--- config.mk ---
export PLATFORM = sky130hd
export DESIGN_NAME = sync_detect_wait_supervisor_unit
export DESIGN_NICKNAME = d
export VERILOG_FILES = /design/src/hw/rtl/sdws_pkg.sv /design/src/hw/rtl/sdws_cfg_regs.sv /design/src/hw/rtl/sdws_engine.sv /design/src/hw/rtl/sync_detect_wait_supervisor_unit.sv
export SDC_FILE = /design/constraint.sdc
export NUM_CORES = 1
export LEC_CHECK = 0
export ABC_CLOCK_PERIOD_IN_PS = 12600
export BUFFER_PORTS_ARGS = -buffer_cell sky130_fd_sc_hd__buf_2
export CAP_MARGIN = 20
export CORE_UTILIZATION = 31
export CTS_CLUSTER_SIZE = 25
export DETAILED_ROUTE_END_ITERATION = 8
export HOLD_SLACK_MARGIN = 0.12
export PLACE_DENSITY = 0.48
export SLEW_MARGIN = 15
export SYNTH_ARGS = -nofsm -noshare
export SYNTH_HDL_FRONTEND = slang
export SYNTH_SLANG_ARGS = --single-unit
--- constraint.sdc ---
create_clock -name aclk -period 12.6 [get_ports aclk]
set_input_delay 1.89 -clock aclk [delete_from_list [all_inputs] [get_ports aclk]]
set_output_delay 1.89 -clock aclk [all_outputs]
set_load 0.005 [all_outputs]
--- src/hw/rtl/sdws_pkg.sv ---
// Shared types and constants for the sync/detect wait supervisor.
package sdws_pkg;

    localparam int unsigned CFG_DATA_W  = 20;
    localparam int unsigned CFG_INDEX_W = 3;
    localparam int unsigned KIND_W      = 2;
    localparam int unsigned EVENT_W     = 3;

    // Result fields that travel in tdata: everything but the event code.
    localparam int unsigned OUT_FIELDS_W = 1 + 1 + 1 + 16 + 16 + 32;
    localparam int unsigned OUT_DATA_W   = ((OUT_FIELDS_W + 7) / 8) * 8;

    typedef struct packed {
        logic [19:0] max_wait_ms;
        logic [1:0]  timeout_policy;
        logic [15:0] warn_threshold;
        logic [7:0]  retry_limit;
        logic [15:0] debounce_ms;
        logic [19:0] detect_limit_ms;
    } cfg_t;

    typedef struct packed {
        logic [EVENT_W-1:0] event_res;
        logic               advance;
        logic               waiting_sync;
        logic               waiting_detect;
        logic [15:0]        timeout_total;
        logic [15:0]        success_total;
        logic [31:0]        wait_time_total;
    } result_t;

endpackage

--- src/hw/rtl/sdws_cfg_regs.sv ---
// Configuration register file of the wait supervisor.
module sdws_cfg_regs
    import sdws_pkg::*;
(
    input  logic                   aclk,
    input  logic                   aresetn,
    input  logic                   cfg_we,
    input  logic [CFG_INDEX_W-1:0] cfg_index,
    input  logic [CFG_DATA_W-1:0]  cfg_wdata,
    output cfg_t                   cfg
);

    localparam logic [CFG_INDEX_W-1:0] REG_MAX_WAIT     = 3'd0;
    localparam logic [CFG_INDEX_W-1:0] REG_POLICY       = 3'd1;
    localparam logic [CFG_INDEX_W-1:0] REG_WARN         = 3'd2;
    localparam logic [CFG_INDEX_W-1:0] REG_RETRY_LIMIT  = 3'd3;
    localparam logic [CFG_INDEX_W-1:0] REG_DEBOUNCE     = 3'd4;
    localparam logic [CFG_INDEX_W-1:0] REG_DETECT_LIMIT = 3'd5;

    cfg_t cfg_reg;
    cfg_t cfg_next;

    always_comb begin
        cfg_next = cfg_reg;
        if (cfg_we) begin
            unique case (cfg_index)
                REG_MAX_WAIT:     cfg_next.max_wait_ms     = cfg_wdata[19:0];
                REG_POLICY:       cfg_next.timeout_policy  = cfg_wdata[1:0];
                REG_WARN:         cfg_next.warn_threshold  = cfg_wdata[15:0];
                REG_RETRY_LIMIT:  cfg_next.retry_limit     = cfg_wdata[7:0];
                REG_DEBOUNCE:     cfg_next.debounce_ms     = cfg_wdata[15:0];
                REG_DETECT_LIMIT: cfg_next.detect_limit_ms = cfg_wdata[19:0];
                default: ; // drop writes past the last register
            endcase
        end
    end

    always_ff @(posedge aclk) begin
        if (!aresetn) begin
            cfg_reg.max_wait_ms     <= 20'd5000;
            cfg_reg.timeout_policy  <= 2'd0;
            cfg_reg.warn_threshold  <= 16'd5;
            cfg_reg.retry_limit     <= 8'd3;
            cfg_reg.debounce_ms     <= 16'd50;
            cfg_reg.detect_limit_ms <= 20'd10000;
        end else begin
            cfg_reg <= cfg_next;
        end
    end

    assign cfg = cfg_reg;

endmodule

--- src/hw/rtl/sdws_engine.sv ---
// Wait state, counters and the combinational per-beat update of the supervisor.
module sdws_engine
    import sdws_pkg::*;
#(
    parameter int unsigned DETECT_PINS_N = 2
) (
    input  logic                     aclk,
    input  logic                     aresetn,
    input  logic                     fire,
    input  logic [KIND_W-1:0]        kind,
    input  logic                     sync_level,
    input  logic [DETECT_PINS_N-1:0] detect_levels,
    input  logic                     queue_nonempty,
    input  logic                     system_running,
    input  cfg_t                     cfg,
    output result_t                  result
);

    localparam logic [KIND_W-1:0] KIND_TICK   = 2'd0;
    localparam logic [KIND_W-1:0] KIND_SYNC   = 2'd1;
    localparam logic [KIND_W-1:0] KIND_DETECT = 2'd2;

    localparam logic [1:0] POL_SKIP  = 2'd0;
    localparam logic [1:0] POL_PAUSE = 2'd1;
    localparam logic [1:0] POL_ABORT = 2'd2;
    localparam logic [1:0] POL_RETRY = 2'd3;

    localparam logic [EVENT_W-1:0] EV_NONE           = 3'd0;
    localparam logic [EVENT_W-1:0] EV_SYNC_OK        = 3'd1;
    localparam logic [EVENT_W-1:0] EV_DETECT_OK      = 3'd2;
    localparam logic [EVENT_W-1:0] EV_DETECT_TIMEOUT = 3'd3;
    localparam logic [EVENT_W-1:0] EV_SYNC_SKIP      = 3'd4;
    localparam logic [EVENT_W-1:0] EV_PAUSE          = 3'd5;
    localparam logic [EVENT_W-1:0] EV_ABORT          = 3'd6;
    localparam logic [EVENT_W-1:0] EV_RETRY          = 3'd7;

    logic        sync_active_reg,      sync_active_next;
    logic        detect_active_reg,    detect_active_next;
    logic        debouncing_reg,       debouncing_next;
    logic [19:0] wait_elapsed_reg,     wait_elapsed_next;
    logic [31:0] stats_elapsed_reg,    stats_elapsed_next;
    logic [19:0] detect_elapsed_reg,   detect_elapsed_next;
    logic [15:0] debounce_elapsed_reg, debounce_elapsed_next;
    logic [15:0] timeout_count_reg,    timeout_count_next;
    logic [15:0] success_count_reg,    success_count_next;
    logic [7:0]  retry_count_reg,      retry_count_next;
    logic [31:0] wait_sum_reg,         wait_sum_next;

    logic [19:0] wait_inc;
    logic [31:0] stats_inc;
    logic [19:0] detect_inc;
    logic [15:0] debounce_inc;
    logic [15:0] timeout_inc;
    logic [15:0] success_inc;
    logic [32:0] sum_wide;
    logic [16:0] warn_x2;
    logic        go;
    logic        confirmed;
    logic [EVENT_W-1:0] event_code;
    logic        adv;

    // Saturating increments of the counters; the retry count is bounded by retry_limit instead.
    assign wait_inc     = (&wait_elapsed_reg)     ? wait_elapsed_reg     : wait_elapsed_reg + 20'd1;
    assign stats_inc    = (&stats_elapsed_reg)    ? stats_elapsed_reg    : stats_elapsed_reg + 32'd1;
    assign detect_inc   = (&detect_elapsed_reg)   ? detect_elapsed_reg   : detect_elapsed_reg + 20'd1;
    assign debounce_inc = (&debounce_elapsed_reg) ? debounce_elapsed_reg
                                                  : debounce_elapsed_reg + 16'd1;
    assign timeout_inc  = (&timeout_count_reg)    ? timeout_count_reg    : timeout_count_reg + 16'd1;
    assign success_inc  = (&success_count_reg)    ? success_count_reg    : success_count_reg + 16'd1;
    assign sum_wide     = {1'b0, wait_sum_reg} + {1'b0, stats_inc};
    assign warn_x2      = {cfg.warn_threshold, 1'b0};
    assign go           = queue_nonempty & system_running;

    always_comb begin
        sync_active_next      = sync_active_reg;
        detect_active_next    = detect_active_reg;
        debouncing_next       = debouncing_reg;
        wait_elapsed_next     = wait_elapsed_reg;
        stats_elapsed_next    = stats_elapsed_reg;
        detect_elapsed_next   = detect_elapsed_reg;
        debounce_elapsed_next = debounce_elapsed_reg;
        timeout_count_next    = timeout_count_reg;
        success_count_next    = success_count_reg;
        retry_count_next      = retry_count_reg;
        wait_sum_next         = wait_sum_reg;
        event_code            = EV_NONE;
        adv                   = 1'b0;
        confirmed             = 1'b0;

        case (kind)
            KIND_TICK: begin
                if (sync_active_reg) begin
                    // Sync wait takes the tick alone.
                    wait_elapsed_next  = wait_inc;
                    stats_elapsed_next = stats_inc;
                    if (sync_level) begin
                        sync_active_next   = 1'b0;
                        success_count_next = success_inc;
                        wait_sum_next      = sum_wide[32] ? '1 : sum_wide[31:0];
                        if (timeout_count_reg != 16'd0) begin
                            retry_count_next = 8'd0;
                        end
                        event_code = EV_SYNC_OK;
                        adv        = go;
                    end else if (wait_inc > cfg.max_wait_ms) begin
                        timeout_count_next = timeout_inc;
                        case (cfg.timeout_policy)
                            POL_SKIP: begin
                                sync_active_next = 1'b0;
                                if ({1'b0, timeout_inc} >= warn_x2) begin
                                    event_code = EV_PAUSE;
                                end else begin
                                    event_code = EV_SYNC_SKIP;
                                    adv        = go;
                                end
                            end
                            POL_PAUSE: begin
                                sync_active_next = 1'b0;
                                event_code       = EV_PAUSE;
                            end
                            POL_ABORT: begin
                                sync_active_next = 1'b0;
                                event_code       = EV_ABORT;
                            end
                            POL_RETRY: begin
                                if (retry_count_reg < cfg.retry_limit) begin
                                    retry_count_next  = retry_count_reg + 8'd1;
                                    wait_elapsed_next = 20'd0;
                                    event_code        = EV_RETRY;
                                end else begin
                                    retry_count_next = 8'd0;
                                    sync_active_next = 1'b0;
                                    event_code       = EV_PAUSE;
                                end
                            end
                            default: ;
                        endcase
                    end
                end else if (detect_active_reg) begin
                    detect_elapsed_next = detect_inc;
                    if (detect_levels == '0) begin
                        if (!debouncing_reg) begin
                            debouncing_next       = 1'b1;
                            debounce_elapsed_next = 16'd0;
                        end else begin
                            debounce_elapsed_next = debounce_inc;
                            confirmed = (debounce_inc >= cfg.debounce_ms);
                        end
                    end else begin
                        debouncing_next = 1'b0;
                    end
                    if (confirmed || (detect_inc > cfg.detect_limit_ms)) begin
                        detect_active_next    = 1'b0;
                        debouncing_next       = 1'b0;
                        detect_elapsed_next   = 20'd0;
                        debounce_elapsed_next = 16'd0;
                        event_code            = confirmed ? EV_DETECT_OK : EV_DETECT_TIMEOUT;
                        adv                   = go;
                    end
                end
            end
            KIND_SYNC: begin
                sync_active_next   = 1'b1;
                wait_elapsed_next  = 20'd0;
                stats_elapsed_next = 32'd0;
            end
            KIND_DETECT: begin
                detect_active_next    = 1'b1;
                detect_elapsed_next   = 20'd0;
                debouncing_next       = 1'b0;
                debounce_elapsed_next = 16'd0;
            end
            default: ; // unknown kind: no change
        endcase
    end

    always_ff @(posedge aclk) begin
        if (!aresetn) begin
            sync_active_reg      <= 1'b0;
            detect_active_reg    <= 1'b0;
            debouncing_reg       <= 1'b0;
            wait_elapsed_reg     <= '0;
            stats_elapsed_reg    <= '0;
            detect_elapsed_reg   <= '0;
            debounce_elapsed_reg <= '0;
            timeout_count_reg    <= '0;
            success_count_reg    <= '0;
            retry_count_reg      <= '0;
            wait_sum_reg         <= '0;
        end else if (fire) begin
            sync_active_reg      <= sync_active_next;
            detect_active_reg    <= detect_active_next;
            debouncing_reg       <= debouncing_next;
            wait_elapsed_reg     <= wait_elapsed_next;
            stats_elapsed_reg    <= stats_elapsed_next;
            detect_elapsed_reg   <= detect_elapsed_next;
            debounce_elapsed_reg <= debounce_elapsed_next;
            timeout_count_reg    <= timeout_count_next;
            success_count_reg    <= success_count_next;
            retry_count_reg      <= retry_count_next;
            wait_sum_reg         <= wait_sum_next;
        end
    end

    always_comb begin
        result.event_res       = event_code;
        result.advance         = adv;
        result.waiting_sync    = sync_active_next;
        result.waiting_detect  = detect_active_next;
        result.timeout_total   = timeout_count_next;
        result.success_total   = success_count_next;
        result.wait_time_total = wait_sum_next;
    end

    a_sync_start: assert property (@(posedge aclk) disable iff (!aresetn)
        (fire && kind == KIND_SYNC) |=> (sync_active_reg && wait_elapsed_reg == 20'd0))
        else $error("sync start did not arm the wait");

    a_advance_event: assert property (@(posedge aclk) disable iff (!aresetn)
        result.advance |-> (event_code == EV_SYNC_OK || event_code == EV_DETECT_OK ||
                            event_code == EV_DETECT_TIMEOUT || event_code == EV_SYNC_SKIP))
        else $error("advance raised for an event that does not end a wait");

    a_success_monotonic: assert property (@(posedge aclk) disable iff (!aresetn)
        $past(aresetn) |-> (success_count_reg >= $past(success_count_reg)))
        else $error("success count went down");

    a_debounce_in_detect: assert property (@(posedge aclk) disable iff (!aresetn)
        !detect_active_reg |-> !debouncing_reg)
        else $error("debouncing outside a detect wait");

endmodule

--- src/hw/rtl/sync_detect_wait_supervisor_unit.sv ---
// Top level of the sync/detect wait supervisor: stream ports, input and result registers.
//
// The supervisor takes one beat per clock cycle, sustained while the master side is ready, on
// the slave stream and returns exactly one result beat for each. Every beat is a 1 ms tick, a
// start-sync-wait command or a start-detect command (tuser). A tick serves an active sync wait
// first (high sync pin = success, elapsed ticks above max_wait_ms = timeout handled by the
// configured policy), else an active detect wait (all detect pins low on one tick and then for
// debounce_ms more, at least one = confirmed, elapsed ticks above detect_limit_ms = timeout). A
// beat lands in the input register, the engine combinationally updates all wait state and
// counters and the result is held in the output register until the master side takes it; the
// input register refills in the same cycle the result register is loaded, so a stall on the
// master side costs no extra bubble. Configuration goes through a plain write port and is to
// be written while no beat is in flight (not enforced). After reset the block is ready at once.
module sync_detect_wait_supervisor_unit
    import sdws_pkg::*;
#(
    parameter int unsigned DETECT_PINS_N = 2
) (
    input  logic                   aclk,
    input  logic                   aresetn,

    input  logic                   s_tvalid,
    output logic                   s_tready,
    // tdata, low bit up: sync_level, detect_levels[DETECT_PINS_N], queue_nonempty,
    // system_running, zero fill
    input  logic [((DETECT_PINS_N + 3 + 7) / 8) * 8 - 1:0] s_tdata,
    // tuser: kind
    input  logic [KIND_W-1:0]      s_tuser,

    output logic                   m_tvalid,
    input  logic                   m_tready,
    // tdata, low bit up: advance, waiting_sync, waiting_detect, timeout_total[16],
    // success_total[16], wait_time_total[32], zero fill
    output logic [OUT_DATA_W-1:0]  m_tdata,
    // tuser: event_res
    output logic [EVENT_W-1:0]     m_tuser,

    input  logic                   cfg_we,
    input  logic [CFG_INDEX_W-1:0] cfg_index,
    input  logic [CFG_DATA_W-1:0]  cfg_wdata
);

    localparam int unsigned IN_BITS_W = DETECT_PINS_N + 3;

    cfg_t cfg;

    logic                 in_valid_reg, in_valid_next;
    logic [KIND_W-1:0]    in_kind_reg;
    logic [IN_BITS_W-1:0] in_bits_reg;
    logic                 out_valid_reg, out_valid_next;
    result_t              out_result_reg;
    result_t              result;
    logic                 out_ready;
    logic                 fire;
    logic                 s_beat;

    // Advance the input register whenever the result register can take a beat.
    assign out_ready = !out_valid_reg || m_tready;
    assign fire      = in_valid_reg && out_ready;
    assign s_tready  = !in_valid_reg || fire;
    assign s_beat    = s_tvalid && s_tready;

    always_comb begin
        in_valid_next = in_valid_reg;
        if (s_beat) begin
            in_valid_next = 1'b1;
        end else if (fire) begin
            in_valid_next = 1'b0;
        end
        out_valid_next = out_valid_reg;
        if (fire) begin
            out_valid_next = 1'b1;
        end else if (m_tready) begin
            out_valid_next = 1'b0;
        end
    end

    always_ff @(posedge aclk) begin
        if (!aresetn) begin
            in_valid_reg  <= 1'b0;
            out_valid_reg <= 1'b0;
        end else begin
            in_valid_reg  <= in_valid_next;
            out_valid_reg <= out_valid_next;
        end
    end

    // Payload registers: hold the beat until it is consumed.
    always_ff @(posedge aclk) begin
        if (s_beat) begin
            in_kind_reg <= s_tuser;
            in_bits_reg <= s_tdata[IN_BITS_W-1:0];
        end
        if (fire) begin
            out_result_reg <= result;
        end
    end

    sdws_cfg_regs u_cfg_regs (
        .aclk      (aclk),
        .aresetn   (aresetn),
        .cfg_we    (cfg_we),
        .cfg_index (cfg_index),
        .cfg_wdata (cfg_wdata),
        .cfg       (cfg)
    );

    sdws_engine #(
        .DETECT_PINS_N (DETECT_PINS_N)
    ) u_engine (
        .aclk           (aclk),
        .aresetn        (aresetn),
        .fire           (fire),
        .kind           (in_kind_reg),
        .sync_level     (in_bits_reg[0]),
        .detect_levels  (in_bits_reg[DETECT_PINS_N:1]),
        .queue_nonempty (in_bits_reg[DETECT_PINS_N+1]),
        .system_running (in_bits_reg[DETECT_PINS_N+2]),
        .cfg            (cfg),
        .result         (result)
    );

    // Pack the result fields lowest first, zero fill to whole bytes.
    assign m_tvalid = out_valid_reg;
    assign m_tuser  = out_result_reg.event_res;
    assign m_tdata  = OUT_DATA_W'({out_result_reg.wait_time_total,
                                   out_result_reg.success_total,
                                   out_result_reg.timeout_total,
                                   out_result_reg.waiting_detect,
                                   out_result_reg.waiting_sync,
                                   out_result_reg.advance});

endmodule

# After elaboration in Yosys (flattened, before gate mapping)
# Cells that the tools add are included.
[op_classes]
n_addsub = 8
n_mul = 0
div = 0
n_lt_le_gt_ge = 5
n_eq_ne = 15
shifts = 0
mux = 80
bitwise = 1
n_reduce_logical = 35
[ops]
columns = ["op", "count"]
rows = [
  ["two-way mux 16 bit", 15],
  ["two-way mux 20 bit", 10],
  ["two-way mux 32 bit", 6],
  ["case mux 20 bit (2 select lines)", 2],
  ["case mux 32 bit (2 select lines)", 1],
  ["adder 16 x 1 -> 16 bit, second input constant", 3],
  ["AND reduction 16 bit", 3],
  ["adder 20 x 1 -> 20 bit, second input constant", 2],
  ["greater-than comparator 20 bit", 2],
  ["two-way mux 8 bit", 5],
  ["AND reduction 20 bit", 2],
  ["adder 32 x 32 -> 33 bit", 1],
  ["adder 32 x 1 -> 32 bit, second input constant", 1],
  ["case mux 16 bit (2 select lines)", 1],
  ["AND reduction 32 bit", 1],
  ["two-way mux 1 bit", 29],
  [">= comparator 16 x 17 -> 1 bit", 1],
  [">= comparator 16 bit", 1],
  ["nonzero test 16 bit", 1],
  ["two-way mux 3 bit", 5],
  ["case mux 3 bit (4 select lines)", 1],
  ["AND reduction 2 bit", 6],
  ["nonzero test 2 bit", 6],
  ["adder 8 x 1 -> 8 bit, second input constant", 1],
  ["22 further kinds", 38],
]
[totals]
ff_bits = 324
latchBits = 0
ram_bits = 0
romBits = 0
input_bits = 38
output_inout_bits = 77
wordCells = 172
n_memories = 0

# Depth between registers and ports, before layout
# Gate-level depths: netlist of the first run.
[logic_depth]
depth_word = 13
mapped_depth = 20
depth_no_buf = 17

# Modules after synthesis
# Synthesis of the first run repeated with hierarchy kept, for this count alone.
[unflattened]
hier_cells = 2163
hier_area_um2 = 19149.6
[by_module_without_submodules]
columns = ["mod", "instances", "cells_each", "area_per_inst_um2", "seq_area_each_um2"]
rows = [
  ["sdws_engine", 1, 1762, 13521.7, 3263.1],
  ["sdws_cfg_regs", 1, 309, 3170.5, 1641.6],
  ["sync_detect_wait_supervisor_unit", 1, 92, 2457.4, 2352.3],
]

# Worst setup path before layout of the first run
# Ideal clock, no wire load.
[synth_timing]
path_kind = "in2reg"
start = "input m_tready"
end = "register u_engine.wait_sum_reg[21]"
setup_time_ns = 0.265
arrival_time_ns = 5.024
t_required_ns = 12.335
path_slack_ns = 7.311
stages = 7
path_buffers = 3
path_cell_list = "nor2b_1 -> nand2b_1 -> buf_2 -> inv_2 -> buf_1 -> buf_1 -> a41oi_1"
[synth_between]
elab_chain_len = 2
[synth_rtl]
columns = ["item", "line_no", "rtl"]
rows = [
  ["start, declared", "sync_detect_wait_supervisor_unit.sv:31", "input logic m_tready,"],
  ["logical OR 1 bit", "sync_detect_wait_supervisor_unit.sv:58", "assign out_ready = !out_valid_reg || m_tready;"],
  ["logical AND 1 bit", "sync_detect_wait_supervisor_unit.sv:59", "assign fire = in_valid_reg && out_ready;"],
  ["net fire", "sync_detect_wait_supervisor_unit.sv:54", "logic fire;"],
  ["end signal, assigned", "sdws_engine.sv:201", "wait_sum_reg <= wait_sum_next;"],
  ["end, declared", "sdws_engine.sv:47", "logic [31:0] wait_sum_reg, wait_sum_next;"],
]
# The timed path passes the listed nets, and every way through them passes these cells.
# A chain may end at the register's enable or synchronous reset.

==> results of run 1 <==
==> per-layer routing <==
metal  vias up  global-route usage [%]  share of wire [%]
met5         -                       0                  0
met4         0                   4.145                1.9
met3        68                   2.576                4.6
met2       312                   26.26                 45
met1      7518                   22.91                 48
li1       7950                       -                  -
==> layout by cell type (no fill, tap or decap), types with 14 or more instances in the layout <==
cell type	count
nand4_1	53
a32o_1	14
and3_1	44
o31ai_1	19
buf_4	14
xor2_1	64
buf_2	105
a21boi_0	79
a31oi_1	40
edfxtp_1	77
nor2b_1	30
a22o_1	23
nand2b_1	25
xnor2_1	78
o221a_2	29
nand3_1	85
o211ai_1	23
o21ai_0	84
and2_1	33
o22a_1	31
a21o_1	35
or3_1	17
nor3_1	39
nand2_1	304
inv_1	117
nor2_1	102
dfxtp_1	247
clkbuf_16	42
ha_1	118
a21oi_1	91
==> critical path: stages (launching register included) <==
cell	delay [ns]
dfxtp_1	0.47
ha_1	0.31
nand3_1	0.15
or4_1	0.75
nand2_1	0.25
nor2_1	0.12
nand4_1	0.17
xnor2_1	0.13
ha_1	0.42
nand3_1	0.13
nor4_1	0.42
o31ai_1	0.21
nand2_1	0.18
nor2_4	0.08
o21bai_2	0.27
a21o_1	0.55
buf_8	0.24
o22a_1	0.19
==> where the power goes <==
part	internal [mW]	total [mW]	switching, mW
Clock	0.746	1.24	0.497
Sequential	1.08	1.10	0.0115
Combinational	0.0372	0.108	0.0706
Total	1.87	2.45	0.579
==> layout make-up <==
cell class	count	area, um2
sequential	324	7257
multi-input combinational	1630	10840
clock inverter	16	232.7
timing repair buffer	122	665.6
inverter	118	445.4
tap	782	978.4
clock buffer	61	1192
fill	6141	38860
==> final timing paths <==
path,end,slack (ns),from,depth (start not counted)
setup / recovery,m_tdata[35],7.42,u_engine.stats_elapsed_reg[0],17
hold / removal,u_cfg_regs.cfg[67],0.46,u_cfg_regs.cfg[67],2
setup reg to reg,m_tdata[35],7.42,u_engine.stats_elapsed_reg[0],17
hold reg to reg,u_cfg_regs.cfg[67],0.46,u_cfg_regs.cfg[67],2
==> kinds of logic after synthesis <==
family                     Yosys count  share of synthesized area (%)
AOI/OAI and AO/OA                  536                          19.90
xor gates and xnor gates           142                          6.536
adders and majority gates          119                          7.864
buffers and inverters              232                          5.043
DFF                                324                          38.14
muxes                               21                          1.170
other                                1                        0.01971
and+or+nand+nor                    807                          21.33
==> qor.csv, run 1 <==
stage,metric,value,unit
routing,drt first pass iters,6,
synthesis,largest area contributor in the netlist,dfxtp_1,
synthesis,Yosys reg bits,324,
floorplan,# IOs,115,
synthesis,synth unique cells,85,
sta,worst setup margin,7.419,ns
synthesis,post-synthesis cell area,0.01903,mm2
final_layout,cell area after layout,0.02161,mm2
power_and_ir_drop,Lkg Pwr,8.720,nW
clock_network,clock slew at reported path FFs,0.06,ns
hold_path,Hold WC Path Type,reg2reg,
placement,placed cells,2972,
routing,routed len/inst,17.04,um
synthesis,synthesized area per cell,8.721,um2
clock_network,number of clock sinks,324,
final_layout,max FFs per register,82,
synthesis,Mapped Cells,2182,
clock_network,clock latency on the worst-skew pair,0.60,ns
synthesis,synth top area cells,"dfxtp_1 (26%), edfxtp_1 (12%), ha_1 (7.8%), nand2_1 (6.0%), xnor2_1 (3.6%)",
floorplan,die height,249.8,um
clock_network,CTS tree,yes,
placement,# port buffers,106,
global_route,grt ovf,0,
global_route,largest net degree at the start of global routing,91,
global_route,initial antenna violation count,0,
final_layout,ANT cells,0,
sta,clk_skew,0.04772,ns
clock_network,clock tree buffer depth,3,
sta,Hold WS,0.4604,ns
routing,Residual DRC,0,
sta,total negative slack,0,ns
sta,endpoints failing hold,0,
placement,Post-DP HPWL,36840,um
synthesis,Post-synth ARST share,0,%
clock_network,CTS Hold Bufs,0,
power_and_ir_drop,total power draw,2.446,mW
sta,Worst slew margin,23.31,%
routing,DRT iter0 DRCs,981,
routing,Vias/cell,5.191,
critical_path,CP Class,reg2reg,
global_route,vias in the first global route,14950,
routing,final wirelength,52020,um
global_route,global-route wire length before repair,82820,um
sta,fin crit period,5.182,ns
clock_network,Post-CTS Setup Repair Bufs,0,
sta,Worst-Margin Slew,1.150,ns
critical_path,Worst Path Required,13.03,ns
floorplan,initial core utilization,31.47,%
synthesis,Post-synth top cells,"nand2_1 (304), dfxtp_1 (247), ha_1 (118), inv_1 (117), nor2_1 (104)",
critical_path,launching element type of the critical path,flip-flop,
clock_network,H-tree depth,2,
placement,placed inst area,0.02014,mm2
synthesis,Synth top area share,25.98,%
sta,RSZ-0062 raised after global routing,false,
synthesis,"Warnings, synthesis",0,
final_layout,Final nets,2395,
run,MaxCap Viol Count,0,
placement,Setup WS pre-CTS,7.056,ns
critical_path,CP arrival,5.62,ns
clock_network,Root Driver,clkbuf_16,
global_route,gr usage total,16.42,%
floorplan,die area,0.06238,mm2
sta,max-slew violation count,0,
routing,Antenna Nets Post-Route,0,
final_layout,utilization after layout,35.74,%
final_layout,area added between synthesis and finish,13.56,%
status,status,finished clean,
clock_network,CTS resizes,0,
synthesis,sequential fraction of the synthesis area,38.14,%
sta,Final period util,41.12,%
sta,# setup viols final,0,
synthesis,most frequent cell after synthesis,nand2_1,
final_layout,share of cells above drive strength 1,11.40,%
power_and_ir_drop,PwrDens,113.2,mW/mm2
floorplan,Core Rows,90,
routing,via count,15850,
synthesis,"Primary FF master, synth",dfxtp_1,
power_and_ir_drop,worst vdd ir,0.00009674,V
final_layout,Non-Filler Instances,3053,
floorplan,Placeable Area,0.06047,mm2
critical_path,CP Max Fanout,15,
critical_path,Worst setup EP type,flip-flop,
placement,gpl congestion,0.8498,
floorplan,Die X,249.8,um
clock_network,CTS Buf Count,42,
sta,f_max,0.1930,GHz
synthesis,Post-synth EDFFs,77,
Power figures use the tool's default switching activity.
==> run 2, diff against run 1 <==
ABC_AREA = 1   (was not set)
ABC_CLOCK_PERIOD_IN_PS = 5200   (was 12600)
clock period = 5.2 ns   (was 12.6 ns; I/O delays follow)
==> run 2 against run 1 <==
  * Flip-flop and latch count unchanged
  * Core utilization down 0.49 points
  * Combinational power rose to 5.4 times the previous value
  * Design area up 7.2%
  * Clock power up 140%
  * Critical path type unchanged
  * Highest routed layer unchanged
==> qor.csv, run 2 <==
stage,metric,value,unit
synthesis,sequential fraction of the synthesis area,35.28,%
final_layout,"commonest non-fill, non-tap cell in the layout",nand2_1,
critical_path,worst r2r src,u_engine.detect_elapsed_reg[0],
routing,routed len/inst,15.45,um
critical_path,Register-to-Register Setup Slack,0.95,ns
sta,f_max,0.2356,GHz
routing,via count,18730,
placement,# port buffers,106,
synthesis,Post-synth ARST share,0,%
synthesis,Mapped Cells,2929,
clock_network,clock tree buffer depth,3,
critical_path,launching element type of the critical path,flip-flop,
placement,Setup WS pre-CTS,1.004,ns
final_layout,area added between synthesis and finish,12.67,%
critical_path,CP Max Fanout,22,
final_layout,Layout fillers,7093,
placement,placed inst area,0.02177,mm2
floorplan,# IOs,115,
floorplan,Die X,259.6,um
routing,final wirelength,60090,um
sta,Hold WS,0.3960,ns
global_route,largest net degree at the start of global routing,99,
floorplan,initial core utilization,31.28,%
global_route,vias in the first global route,17890,
routing,drt first pass iters,5,
critical_path,Worst path max stage delay,0.60,ns
critical_path,r2r worst-path depth,19,
synthesis,synth unique cells,53,
global_route,gr usage total,17.71,%
synthesis,post-synthesis cell area,0.02057,mm2
critical_path,slowest cell on the critical path,inv_1,
placement,placed cells,3811,
power_and_ir_drop,Lkg Pwr,10.49,nW
floorplan,Placeable Area,0.06575,mm2
critical_path,crit-path cells,"ha_1, nand3_1, inv_1, nand2_1, inv_1, nand3_2, o21ai_1, ha_1, nand2_1, inv_1, nand2_1, nand2_1, a21oi_1, nand3_1, nand2_2, nand2_1, inv_1, nand3_1, a21oi_1",
sta,max-slew violation count,0,
clock_network,Post-CTS Setup Repair Bufs,0,
clock_network,CTS tree,yes,
floorplan,Core Rows,94,
power_and_ir_drop,PwrDens,270.6,mW/mm2
final_layout,utilization after layout,35.25,%
final_layout,cell area after layout,0.02317,mm2
power_and_ir_drop,total power draw,6.271,mW
placement,gpl congestion,0.9051,
synthesis,Synth top area share,24.04,%
critical_path,Most common cell on crit path,nand2_1,
synthesis,largest area contributor in the netlist,dfxtp_1,
final_layout,max FFs per register,82,
global_route,initial antenna violation count,1,
clock_network,number of clock sinks,324,
critical_path,Worst Setup SP,u_engine.detect_elapsed_reg[0],
hold_path,Hold WC Path Type,in2reg,
power_and_ir_drop,worst vdd ir,0.0002042,V
sta,endpoints failing hold,0,
sta,Worst slew margin,35.63,%
floorplan,die area,0.06738,mm2
status,status,finished clean,
clock_network,Root Driver,clkbuf_16,
floorplan,die height,259.6,um
synthesis,synthesized area per cell,7.022,um2
sta,total negative slack,0,ns
routing,Residual DRC,0,
sta,clk_skew,0.03736,ns
final_layout,Non-Filler Instances,3890,
sta,RSZ-0062 raised after global routing,false,
clock_network,CTS Buf Count,41,
final_layout,most frequent cells in the layout,"nand2_1 (760), inv_1 (393), a21oi_1 (249)",
run,MaxCap Viol Count,0,
synthesis,Post-synth top cells,"nand2_1 (760), inv_1 (395), a21oi_1 (249), dfxtp_1 (247), nor2_1 (229)",
synthesis,Post-synth EDFFs,77,
critical_path,reg2reg end,u_engine.detect_elapsed_reg[0],
routing,M1 wire length,29300,um
global_route,grt ovf,0,
critical_path,CP arrival,4.72,ns
routing,Met2 Wirelength,26580,um
final_layout,share of cells above drive strength 1,11.71,%
critical_path,CP Class,reg2reg,
critical_path,Worst Path Required,5.67,ns
routing,DRT iter0 DRCs,1055,
routing,highest routed layer,met4,
synthesis,most frequent cell after synthesis,nand2_1,
clock_network,CTS Hold Bufs,0,
placement,Post-DP HPWL,44580,um
clock_network,clock slew at reported path FFs,0.05,ns
sta,fin crit period,4.245,ns
critical_path,Worst Setup EP,u_engine.detect_elapsed_reg[0],
final_layout,Final nets,3148,
critical_path,Worst setup EP type,flip-flop,
sta,# setup viols final,0,
clock_network,CTS resizes,0,
clock_network,H-tree depth,2,
routing,Antenna Nets Post-Route,0,
global_route,global-route wire length before repair,95380,um
sta,worst setup margin,0.9548,ns
synthesis,"Warnings, synthesis",0,
synthesis,Yosys reg bits,324,
routing,Vias/cell,4.814,
sta,Worst-Margin Slew,0.9645,ns
synthesis,synth top area cells,"dfxtp_1 (24%), nand2_1 (14%), edfxtp_1 (11%), inv_1 (7.2%), ha_1 (7.2%)",
sta,Final period util,81.64,%
synthesis,"Primary FF master, synth",dfxtp_1,
clock_network,clock latency on the worst-skew pair,0.58,ns
routing,wire length on met3,2743,um
-- run 2: changes by cell type in the layout (fill, tap and decap cells not counted), sizes merged, moves of 72 or more --
cell and delta:
nand2 +506, nor2 +140, a21oi +179, a21boi -77
inv +290, nand3 +118, o21ai +72
-- run 2: worst min-delay path by stage --
stage | start | endpoint | slack [ns] | cells past startpoint
after floorplan | u_cfg_regs.cfg[36] | u_cfg_regs.cfg[36] | 0.43 | 2
after global placement | u_cfg_regs.cfg[36] | u_cfg_regs.cfg[36] | 0.45 | 2
after detailed placement | u_cfg_regs.cfg[36] | u_cfg_regs.cfg[36] | 0.44 | 2
after CTS | s_tdata[0] | in_bits_reg[0] | 0.35 | 1
after global routing | s_tdata[0] | in_bits_reg[0] | 0.37 | 1
final | s_tdata[0] | in_bits_reg[0] | 0.40 | 1
-- run 2: worst max-delay path: cells and delay by family (launching register included) --
kind / cells / cell delay (ns)
compound gates: 3 / 0.69
flops: 1 / 0.39
simple gates: 10 / 1.68
buf+inv: 4 / 0.86
fa+ha+maj: 2 / 0.52
-- run 2: metal layers --
layer	vias up	GRT usage (%)
li1	9596	-
met1	8660	24.27
met2	389	28.47
met3	80	2.505
met4	0	5.801
met5	-	0
-- run 2: where the power goes --
| group | switching [mW] | leakage (nW) | internal, mW | total, mW |
|---|---|---|---|---|
| sequential | 0.0652 | 2.75 | 2.69 | 2.75 |
| combinational | 0.389 | 7.06 | 0.189 | 0.578 |
| clock | 1.15 | 0.684 | 1.79 | 2.94 |
| total | 1.61 | 10.5 | 4.66 | 6.27 |
-- run 2: layout make-up --
| cell class | count | area (um2) | area share, % |
|---|---|---|---|
| antenna | 2 | 5.005 | 0.02160 |
| clock buffer | 59 | 1227 | 5.297 |
| clock inverter | 17 | 160.2 | 0.6911 |
| inverter | 411 | 1550 | 6.690 |
| multi-input combinational | 2096 | 11260 | 48.61 |
| sequential | 324 | 7257 | 31.32 |
| tap | 864 | 1081 | 4.665 |
| timing repair buffer | 117 | 628.1 | 2.710 |
-- run 2: kinds of logic (layout without fill, tap and decap cells) --
| kind of cell | after synthesis | count (layout) | share of synthesized area, % |
|---|---|---|---|
| buf+inv | 513 | 604 | 10.12 |
| simple gates | 1407 | 1407 | 30.60 |
| flops | 324 | 324 | 35.28 |
| fa+ha+maj | 119 | 119 | 7.276 |
| compound gates | 464 | 464 | 12.40 |
| other cells | 1 | 7 | 0.01823 |
| xor+xnor | 101 | 101 | 4.301 |
